==> src/rtl/aee3_pkg.sv <==
`default_nettype none
package aee3_pkg;

	localparam int CNT_IN_W    = 16;
	localparam int IN_TDATA_W  = 48;
	localparam int PEND_W      = 32;
	localparam int OUT_FIELD_W = 34;
	localparam int OUT_TDATA_W = 40;

	localparam logic OP_ENCODE = 1'b0;
	localparam logic OP_FINISH = 1'b1;

	localparam logic [PEND_W-1:0] PEND_MAX = '1;

	typedef enum logic [3:0] {
		ST_IDLE,
		ST_MUL_LO,
		ST_DIV_LO,
		ST_MUL_HI,
		ST_DIV_HI,
		ST_CHECK,
		ST_RENORM,
		ST_FLUSH,
		ST_ERROR
	} aee3_state_t;

endpackage
`default_nettype wire

==> src/rtl/arithmetic_encoder_e3_top.sv <==
// Encode: a COUNT_BITS-bit shift-add multiply and a (PRECISION+COUNT_BITS+1)-bit restoring
// divide for the low bound, then the same for the high bound, a check, the renormalization
// shifts (each may send a held result) and the last result, all run one after another.
// Finish: sends the PRECISION bits of the interval midpoint as a tag, one bit per result.
// One item at a time; a result waiting on m_axis_tready can stall the block until taken.
// arst_n clears the interval to [0, 2^PRECISION-1], the pending count and the output valid.
`default_nettype none
module arithmetic_encoder_e3_top #(
	parameter int PRECISION  = 28,
	parameter int COUNT_BITS = 16
) (
	input  wire logic                             clk,
	input  wire logic                             arst_n,
	input  wire logic                             s_axis_tvalid,
	output      logic                             s_axis_tready,
	// cum_low, cum_high, total_count
	input  wire logic [aee3_pkg::IN_TDATA_W-1:0]  s_axis_tdata,
	// opcode
	input  wire logic                             s_axis_tuser,
	output      logic                             m_axis_tvalid,
	input  wire logic                             m_axis_tready,
	// code_bit, follow_count, error, zero pad
	output      logic [aee3_pkg::OUT_TDATA_W-1:0] m_axis_tdata,
	// has_bit
	output      logic                             m_axis_tuser,
	output      logic                             m_axis_tlast
);
	import aee3_pkg::*;

	localparam int P  = PRECISION;
	localparam int C  = COUNT_BITS;
	localparam int W  = PRECISION + 1 + COUNT_BITS;
	localparam int CW = $clog2(W + 1);

	aee3_state_t state_q, state_d;

	logic [P-1:0]      low_q, high_q;
	logic [PEND_W-1:0] pend_q;
	logic              ov_q;

	logic [P:0]        len_q;
	logic [C-1:0]      ch_q, tot_q, mulop_q, rem_q;
	logic [W-1:0]      work_q, linc_q;
	logic [CW-1:0]     cnt_q;
	logic [P-1:0]      tag_q;
	logic              hold_v_q, hold_bit_q, err_acc_q;
	logic [PEND_W-1:0] hold_follow_q;

	logic              o_has_q, o_bit_q, o_err_q, o_last_q;
	logic [PEND_W-1:0] o_follow_q;

	logic [C-1:0] cl_in, ch_in, tot_in;

	generate
		if (C <= CNT_IN_W) begin : g_cnt_narrow
			assign cl_in  = s_axis_tdata[C-1:0];
			assign ch_in  = s_axis_tdata[CNT_IN_W+C-1:CNT_IN_W];
			assign tot_in = s_axis_tdata[2*CNT_IN_W+C-1:2*CNT_IN_W];
		end else begin : g_cnt_wide
			assign cl_in  = {{(C-CNT_IN_W){1'b0}}, s_axis_tdata[CNT_IN_W-1:0]};
			assign ch_in  = {{(C-CNT_IN_W){1'b0}}, s_axis_tdata[2*CNT_IN_W-1:CNT_IN_W]};
			assign tot_in = {{(C-CNT_IN_W){1'b0}}, s_axis_tdata[3*CNT_IN_W-1:2*CNT_IN_W]};
		end
	endgenerate

	logic          in_acc, ofree;
	logic          mul_last, div_last;
	logic [W-1:0]  mul_next;
	logic [C:0]    r_sh;
	logic          div_ge;
	logic [W-1:0]  div_next;
	logic [C-1:0]  rem_next;
	logic [W:0]    nl, nh, nhm1;
	logic          collapse;
	logic          uh, lh, u2, l2, e12, e3, rn_done, rn_step;
	logic [P:0]    tag_sum;

	logic              push, p_has, p_bit, p_err, p_last;
	logic [PEND_W-1:0] p_follow;

	assign s_axis_tready = (state_q == ST_IDLE);
	assign in_acc        = s_axis_tvalid && s_axis_tready;
	assign ofree         = !ov_q || m_axis_tready;

	assign mul_last = (cnt_q == CW'(C - 1));
	assign div_last = (cnt_q == CW'(W - 1));
	assign mul_next = {work_q[W-2:0], 1'b0} + (mulop_q[C-1] ? W'(len_q) : W'(0));

	assign r_sh     = {rem_q, work_q[W-1]};
	assign div_ge   = (r_sh >= {1'b0, tot_q});
	assign rem_next = div_ge ? C'(r_sh - {1'b0, tot_q}) : r_sh[C-1:0];
	assign div_next = {work_q[W-2:0], div_ge};

	assign nl       = (W+1)'(low_q) + (W+1)'(linc_q);
	assign nh       = (W+1)'(low_q) + (W+1)'(work_q);
	assign nhm1     = nh - (W+1)'(1);
	assign collapse = (work_q == '0) || (nhm1 > (W+1)'(high_q)) || (nhm1 <= nl);

	assign uh      = high_q[P-1];
	assign lh      = low_q[P-1];
	assign u2      = high_q[P-2];
	assign l2      = low_q[P-2];
	assign e12     = (uh == lh);
	assign e3      = !e12 && !u2 && l2;
	assign rn_done = (cnt_q == CW'(P)) || (!e12 && !e3);
	assign rn_step = !rn_done && (e3 || !hold_v_q || ofree);

	assign tag_sum = {1'b0, low_q} + {1'b0, high_q};

	always_ff @(posedge clk or negedge arst_n) begin
		if (!arst_n) begin
			state_q <= ST_IDLE;
			ov_q    <= 1'b0;
			low_q   <= '0;
			high_q  <= '1;
			pend_q  <= '0;
		end else begin
			state_q <= state_d;
			if (push) begin
				ov_q <= 1'b1;
			end else if (m_axis_tready) begin
				ov_q <= 1'b0;
			end
			case (state_q)
				ST_CHECK: begin
					if (!collapse) begin
						high_q <= nhm1[P-1:0];
						low_q  <= nl[P-1:0];
					end
				end
				ST_RENORM: begin
					if (rn_step) begin
						if (e12) begin
							low_q  <= {low_q[P-2:0], 1'b0};
							high_q <= {high_q[P-2:0], 1'b1};
							pend_q <= '0;
						end else begin
							low_q  <= {~low_q[P-2], low_q[P-3:0], 1'b0};
							high_q <= {~high_q[P-2], high_q[P-3:0], 1'b1};
							if (pend_q != PEND_MAX) begin
								pend_q <= pend_q + PEND_W'(1);
							end
						end
					end
				end
				ST_FLUSH: begin
					if (ofree) begin
						pend_q <= '0;
						if (cnt_q == CW'(P - 1)) begin
							low_q  <= '0;
							high_q <= '1;
						end
					end
				end
				default: begin
				end
			endcase
		end
	end

	always_ff @(posedge clk) begin
		if (push) begin
			o_has_q    <= p_has;
			o_bit_q    <= p_bit;
			o_follow_q <= p_follow;
			o_err_q    <= p_err;
			o_last_q   <= p_last;
		end
		case (state_q)
			ST_IDLE: begin
				len_q   <= {1'b0, high_q} - {1'b0, low_q} + (P+1)'(1);
				ch_q    <= ch_in;
				tot_q   <= tot_in;
				mulop_q <= cl_in;
				work_q  <= '0;
				cnt_q   <= '0;
				tag_q   <= tag_sum[P:1];
			end
			ST_MUL_LO, ST_MUL_HI: begin
				work_q  <= mul_next;
				mulop_q <= {mulop_q[C-2:0], 1'b0};
				cnt_q   <= mul_last ? '0 : cnt_q + CW'(1);
				rem_q   <= '0;
			end
			ST_DIV_LO, ST_DIV_HI: begin
				rem_q <= rem_next;
				cnt_q <= div_last ? '0 : cnt_q + CW'(1);
				if (div_last && state_q == ST_DIV_LO) begin
					linc_q  <= div_next;
					work_q  <= '0;
					mulop_q <= ch_q;
				end else begin
					work_q <= div_next;
				end
			end
			ST_CHECK: begin
				cnt_q     <= '0;
				hold_v_q  <= 1'b0;
				err_acc_q <= 1'b0;
			end
			ST_RENORM: begin
				if (rn_step) begin
					cnt_q <= cnt_q + CW'(1);
					if (e12) begin
						hold_v_q      <= 1'b1;
						hold_bit_q    <= uh;
						hold_follow_q <= pend_q;
					end else if (pend_q == PEND_MAX) begin
						err_acc_q <= 1'b1;
					end
				end
			end
			ST_FLUSH: begin
				if (ofree) begin
					cnt_q <= cnt_q + CW'(1);
					tag_q <= {tag_q[P-2:0], 1'b0};
				end
			end
			default: begin
			end
		endcase
	end

	always_comb begin
		state_d  = state_q;
		push     = 1'b0;
		p_has    = 1'b0;
		p_bit    = 1'b0;
		p_follow = '0;
		p_err    = 1'b0;
		p_last   = 1'b0;
		case (state_q)
			ST_IDLE: begin
				if (in_acc) begin
					if (s_axis_tuser == OP_FINISH) begin
						state_d = ST_FLUSH;
					end else if (tot_in == '0) begin
						state_d = ST_ERROR;
					end else begin
						state_d = ST_MUL_LO;
					end
				end
			end
			ST_MUL_LO: begin
				if (mul_last) begin
					state_d = ST_DIV_LO;
				end
			end
			ST_DIV_LO: begin
				if (div_last) begin
					state_d = ST_MUL_HI;
				end
			end
			ST_MUL_HI: begin
				if (mul_last) begin
					state_d = ST_DIV_HI;
				end
			end
			ST_DIV_HI: begin
				if (div_last) begin
					state_d = ST_CHECK;
				end
			end
			ST_CHECK: begin
				state_d = collapse ? ST_ERROR : ST_RENORM;
			end
			ST_RENORM: begin
				if (rn_done) begin
					if (ofree) begin
						push     = 1'b1;
						p_has    = hold_v_q;
						p_bit    = hold_v_q && hold_bit_q;
						p_follow = hold_v_q ? hold_follow_q : '0;
						p_err    = err_acc_q;
						p_last   = 1'b1;
						state_d  = ST_IDLE;
					end
				end else if (e12 && hold_v_q && ofree) begin
					push     = 1'b1;
					p_has    = 1'b1;
					p_bit    = hold_bit_q;
					p_follow = hold_follow_q;
				end
			end
			ST_FLUSH: begin
				if (ofree) begin
					push     = 1'b1;
					p_has    = 1'b1;
					p_bit    = tag_q[P-1];
					p_follow = pend_q;
					p_last   = (cnt_q == CW'(P - 1));
					if (p_last) begin
						state_d = ST_IDLE;
					end
				end
			end
			ST_ERROR: begin
				if (ofree) begin
					push    = 1'b1;
					p_err   = 1'b1;
					p_last  = 1'b1;
					state_d = ST_IDLE;
				end
			end
			default: begin
				state_d = ST_IDLE;
			end
		endcase
	end

	assign m_axis_tvalid = ov_q;
	assign m_axis_tuser  = o_has_q;
	assign m_axis_tlast  = o_last_q;
	assign m_axis_tdata  = {{(OUT_TDATA_W-OUT_FIELD_W){1'b0}}, o_err_q, o_follow_q, o_bit_q};

endmodule
`default_nettype wire
==> config.mk <==
export PLATFORM = sky130hd
export DESIGN_NAME = arithmetic_encoder_e3_top
export DESIGN_NICKNAME = d
export VERILOG_FILES = /design/src/rtl/aee3_pkg.sv /design/src/rtl/arithmetic_encoder_e3_top.sv
export SDC_FILE = /design/constraint.sdc
export NUM_CORES = 1
export LEC_CHECK = 0
export BUFFER_PORTS_ARGS = -buffer_cell sky130_fd_sc_hd__buf_2
export CORE_MARGIN = 5
export CORE_UTILIZATION = 60
export DETAILED_ROUTE_END_ITERATION = 10
export HOLD_SLACK_MARGIN = 0.03
export MAX_ROUTING_LAYER = met4
export PLACE_DENSITY = 0.82
export SYNTH_ARGS = -nofsm -noshare
export SYNTH_HDL_FRONTEND = slang
export SYNTH_SLANG_ARGS = --single-unit
==> constraint.sdc <==
create_clock -name clk -period 14.03 [get_ports clk]
set_input_delay 2.1045 -clock clk [delete_from_list [all_inputs] [get_ports clk]]
set_output_delay 2.1045 -clock clk [all_outputs]
set_load 0.01 [all_outputs]
---- Word level (Yosys, flattened, before mapping) ----
Cells that the tools add are included.
word-level totals
  word-level logic and storage cells ...... 191
  output and inout bits ................... 44
  register bits ........................... 381
  bits of input ports ..................... 53
cells by class
  order comparisons ....................... 3
  equality and inequality tests ........... 30
  bitwise logic cells ..................... 2
  add/sub/neg operators ................... 10
  multiplexer cells ....................... 77
  reductions and logical operators ........ 46
operators by type and width
  operator                 number
  $mux W28                 11
  $mux W32                 9
  $pmux W28 S3             2
  $pmux W45 S3             1
  $pmux W32 S2             2
  $add A28 B45 Y46         2
  $pmux W28 S2             1
  $mux W4                  12
  $pmux W16 S3             1
  $gt A46 B28 Y1           1
  $le A46 B46 Y1           1
  $sub A46 B1 Y46 const B  1
  $add A45 B29 Y45         1
  $logic_not A45 Y1        1
  $mux W45                 1
  $pmux W4 S9              1
  $add A32 B1 Y32 const B  1
  $eq A32 B32 Y1 const B   1
  $mux W16                 2
  $ne A32 B32 Y1 const B   1
  $pmux W16 S2             1
  $pmux W6 S5              1
  $add A28 B28 Y29         1
  $add A29 B1 Y29 const B  1
  other kinds (35)         111

---- Depth between registers and ports, before layout ----
  word-level depth ........................ 11
  gate-level depth with buffers ........... 28
  mapped depth without buffers ............ 25

---- Worst setup path before layout ----
OpenSTA, ideal clock, no wires.
  kind .................................... register -> register
  start point ............................. register low_q[1]
  end point ............................... register low_q[14]
  stages on the path, launching flop included .. 27
  data arrival time ....................... 5726 ps
  required time ........................... 13901 ps
  setup time .............................. 129 ps
  path slack .............................. 8175 ps
  buffers on the path ..................... 3
  clock period less this slack ............ 5855 ps
  path through ............................ dfrtp_1 inv_1 ha_1 inv_1 ha_1 fa_1 a211oi_2 o21ai_1 a31oi_2 a2bb2oi_1 o21ai_1 a41oi_1 o311a_1 inv_1 ha_1 nand4_1 or2_2 nor4_1 o31ai_1 a2111oi_0 nand4_1 or3_1 buf_2 buf_6 buf_2 a31oi_1 nand3_1
on the way
  word-level cells in the longest chain between the ends .. 7
  elaborated cells on any way between the ends .. 11
  those cells by class .................... add/sub: 3; order compare: 2; eq/ne: 1; mux: 2; reduce/logical: 3
RTL lines
  item                             RTL line                          text
  start: declaration               arithmetic_encoder_e3_top.sv:37   logic [P-1:0] low_q, high_q;
  start signal: assignment         arithmetic_encoder_e3_top.sv:128  low_q <= nl[P-1:0];
  start signal: assignment         arithmetic_encoder_e3_top.sv:134  low_q <= {low_q[P-2:0], 1'b0};
  start signal: assignment         arithmetic_encoder_e3_top.sv:138  low_q <= {~low_q[P-2], low_q[P-3:0], 1'b0};
  $add A28 B45 Y46                 arithmetic_encoder_e3_top.sv:95   assign nh = (W+1)'(low_q) + (W+1)'(work_q);
  $sub A46 B1 Y46                  arithmetic_encoder_e3_top.sv:96   assign nhm1 = nh - (W+1)'(1);
  $gt A46 B28 Y1                   arithmetic_encoder_e3_top.sv:97   assign collapse = (work_q == '0) || (nhm1 > (W+1)'(high_q)) || (nhm1 <= nl);
  $logic_or A1 B1 Y1 (2 in a row)  arithmetic_encoder_e3_top.sv:97
  $ne A2 B2 Y1 (no line)           n/a
  $reduce_and A5 Y1 (no line)      n/a
Several ways; a longest one is shown, not always the timed one. The select of a mux whose other input is x is not followed.
A chain may end at the register's enable or synchronous reset.

---- Final worst setup path ----
  start point ............................. register low_q[1]
  end point ............................... register low_q[1]
The elaborated chain is that of the path after synthesis.

==> results.md <==
* Outcome: finished, final reports clean
* Synth unique cells at 96
* Initial antenna violation count at 3
* ANT nets after route at 0
* Post-Layout Cell Count at 3968
* Synth-to-Final Area Change at 8.490%
* Die Y at 232.1 um
* Cts repair resizes at 0
* Sequential fraction of the synthesis area at 37.21%
* Fin nets at 3653
* Worst-Skew Late Latency at 600 ps
* Critical-path top delay cell: or3_2
* Rows at 81
* H-tree Lvls at 2
* Pwr dens at 75.01 nW/um2
* Worst-Margin Slew at 1219 ps
* Final period utilization at 58.58%
* Maximum fanout along the worst path at 62
* Synth top area share at 29.22%
* CTS Hold Bufs at 0
* Vias/cell at 6.602
* Cell taking the most area after synthesis: edfxtp_1
* CTS Sinks at 381
* Drt initial violations at 2953
* Maximum root-to-sink buffer count at 3
* Skew final at 33.02 ps
* Slew HR at 18.76%
* Input/output buffers at 90
* Detailed Place HPWL at 68440 um
* Die ar. at 53860 um2
* Number of synthesized flops with an enable pin at 288
* IO Count at 97
* Core region area at 48850 um2
* WP buf/inv at 1
* Placement Setup Slack at 6051 ps
* Worst hold path type: register to register
* Largest net degree at the start of global routing at 83
* Via count at 26200
* First-pass GRT wire length at 141400 um
* Fin crit period at 8219 ps
* Setup crit start kind: register
* Gr ovfl total at 0
* R2R depth at 23
* Mean routed wirelength per cell at 23.19 um
* Synth Instances at 3234
* Number of fill cells at 3920
* Top_reg_cell synth: edfxtp_1
* Final setup TNS at 0 ps
* Worst Path Required at 14520 ps
* Final setup fails at 0
* Maximum Capacitance Violations at 0
* # DRC at 0
* Lkg Pwr at 13.08 nW
* YS warnings at 0
* Vias in the first global route at 24900
* Total Routing Usage GR at 33.99%
* Achievable Freq at 121.7 MHz
* Critical Path End Type: register
* Crit-path cells: ha_1 -> a211oi_1 -> o21ai_0 -> a31oi_1 -> o21ai_0 -> a311o_1 -> o41ai_1 -> o21a_1 -> nor2b_1 -> o21a_1 -> nand3_1 -> xor2_1 -> ha_1 -> nand4_1 -> or2_2 -> nor4_1 -> o31ai_1 -> a2111oi_0 -> nand4_1 -> or3_2 -> buf_4 -> or4_1 -> o211ai_1
* Cell count after placement at 3885
* CP max stage delay at 640 ps
* Root buffer cell: clkbuf_16
* CTS tree: built
* Post-synth top cells: ha_1 (327), edfxtp_1 (288), inv_1 (285)
* Setup Crit Path Kind: register to register
* Clk pin slew, worst setup/hold paths at 70 ps
* CTS Buf Count at 43
* 1st-pass router iterations at 8
* CP top delay family: compound AO/OA/AOI/OAI gates
* WL final at 92030 um
* Gp weighted congestion at 1.085
* Share of cells above drive strength 1 at 8.603%
* Syn Area/Cell at 9.150 um2
* Largest cells by area after synthesis: edfxtp_1 (29%), ha_1 (14%), dfrtp_1 (5.5%)
* Final hold violation count at 0
* Die X at 232.1 um
* Post-CTS Setup Inserts at 0
* Worst EP arrival at 8710 ps
* Initial Util at 60.58%
* Max Transition Viols Final at 0
* Share of async-settable or async-resettable flops after synthesis at 24.41%
* VDD IR max at 82.46 uV
* Synthesized area at 29590 um2
* Top-count cell post-synth: ha_1
* Worst hold stages at 0
* RSZ-0062 raised after global routing: no
* Synth Register Bits at 381
* Setup WS post-layout at 5811 ps
* Stages on worst setup path at 23
sequential cells by signal, summed over array words and instances (netlist names), 4 cells and up:
register and cells:
linc_q 45, low_q 28, tag_q 28, pend_q 32, high_q 28, len_q 29, mulop_q 16, ch_q 16
state_q 4, hold_follow_q 32, tot_q 16, cnt_q 6, rem_q 16, o_follow_q 32, work_q 45
kinds of logic (layout without fill, tap and decap cells):
family / after synthesis / after routing / share of synthesized area [%]
AND/OR/NAND/NOR: 951 / 951 / 15.96
AO/OA/AOI/OAI: 959 / 959 / 21.39
other: 1 / 9 / 0.01267
XOR/XNOR: 164 / 164 / 4.854
adder cells (fa/ha/maj): 333 / 333 / 14.23
buffers and inverters: 424 / 486 / 5.615
multiplexers: 21 / 21 / 0.7357
flip-flops: 381 / 381 / 37.21
worst reg2reg max path: cells and delay by family (launching register included):
family / cells / cell delay, ps
DFF: 1 / 480
xor gates and xnor gates: 1 / 70
adders and majority gates: 2 / 650
AOI/OAI and AO/OA: 11 / 3560
and+or+nand+nor: 8 / 3020
buffers and inverters: 1 / 340
path summary, 6_finish.rpt:
check                      startpoint                 to  slack (ps)
max                          low_q[1]           low_q[1]        5810
min                        pend_q[26]  hold_follow_q[26]         510
max reg2reg                  low_q[1]           low_q[1]        5810
min reg2reg                pend_q[26]  hold_follow_q[26]         510
max in group asynchronous      arst_n         state_q[1]       11240
min in group asynchronous      arst_n           low_q[2]        1460
final cells by class:
cell class              count  area, um2  share of cell area [%]
diodes                      3      7.507                 0.02338
repair buffers            118      675.6                   2.105
flip-flops and latches    381      11010                   34.30
multi-input cells        2434      17030                   53.03
clock buffers              48       1115                   3.472
well taps                 664      830.8                   2.588
clock inverters            31      355.3                   1.107
inverters                 289       1085                   3.379
power by group:
| part | internal (mW) | total, mW | leakage, nW | switching, mW |
|---|---|---|---|---|
| registers | 1.20 | 1.20 | 3.74 | 0.00000000000000000965 |
| logic | 0.00553 | 0.0160 | 8.64 | 0.0104 |
| clock network | 0.690 | 1.19 | 0.704 | 0.501 |
cells in the final DEF (no fill, tap or decap), drive strengths merged, types with 26 or more instances in the layout:
master and instances:
ha 327, o21bai 31, clkbuf 48, xnor2 98, nand3 140, o21a 47
and3 35, buf 118, o21ai 280, a21o 53, nand2b 30, and2 44
nand4 38, nor2 207, a22o 37, edfxtp 288, a211oi 36, xor2 66
nor4 37, dfrtp 65, nor2b 35, nor3 72, or3 26, a21oi 192
dfstp 28, nand2 225, inv 288, o211ai 37, a31oi 42
per-stage QoR:
| step | hold WS, ps | cell area [um2] | util, % | power, mW |
|---|---|---|---|---|
| detailed placement | 494.7 | 30610 | 62.66 | 1.241 |
| floorplan | 423.1 | 29610 | - | 1.227 |
| global placement | 485.8 | 30610 | 62.66 | 1.240 |
| finish | 509.5 | 32100 | 65.72 | 2.408 |
| global route | 515.0 | 32100 | 65.72 | 2.468 |
| CTS | 503.1 | 32080 | 65.67 | 2.419 |
metal layers:
layer | global-route usage, % | vias up | wire, um
met5 | - | - | 0
met4 | 11.19 | 0 | 3172
met3 | 7.349 | 223 | 9368
met2 | 51.06 | 1417 | 40670
met1 | 46.31 | 12550 | 38810
li1 | - | 12010 | -
(Power assumes the default switching activity.)
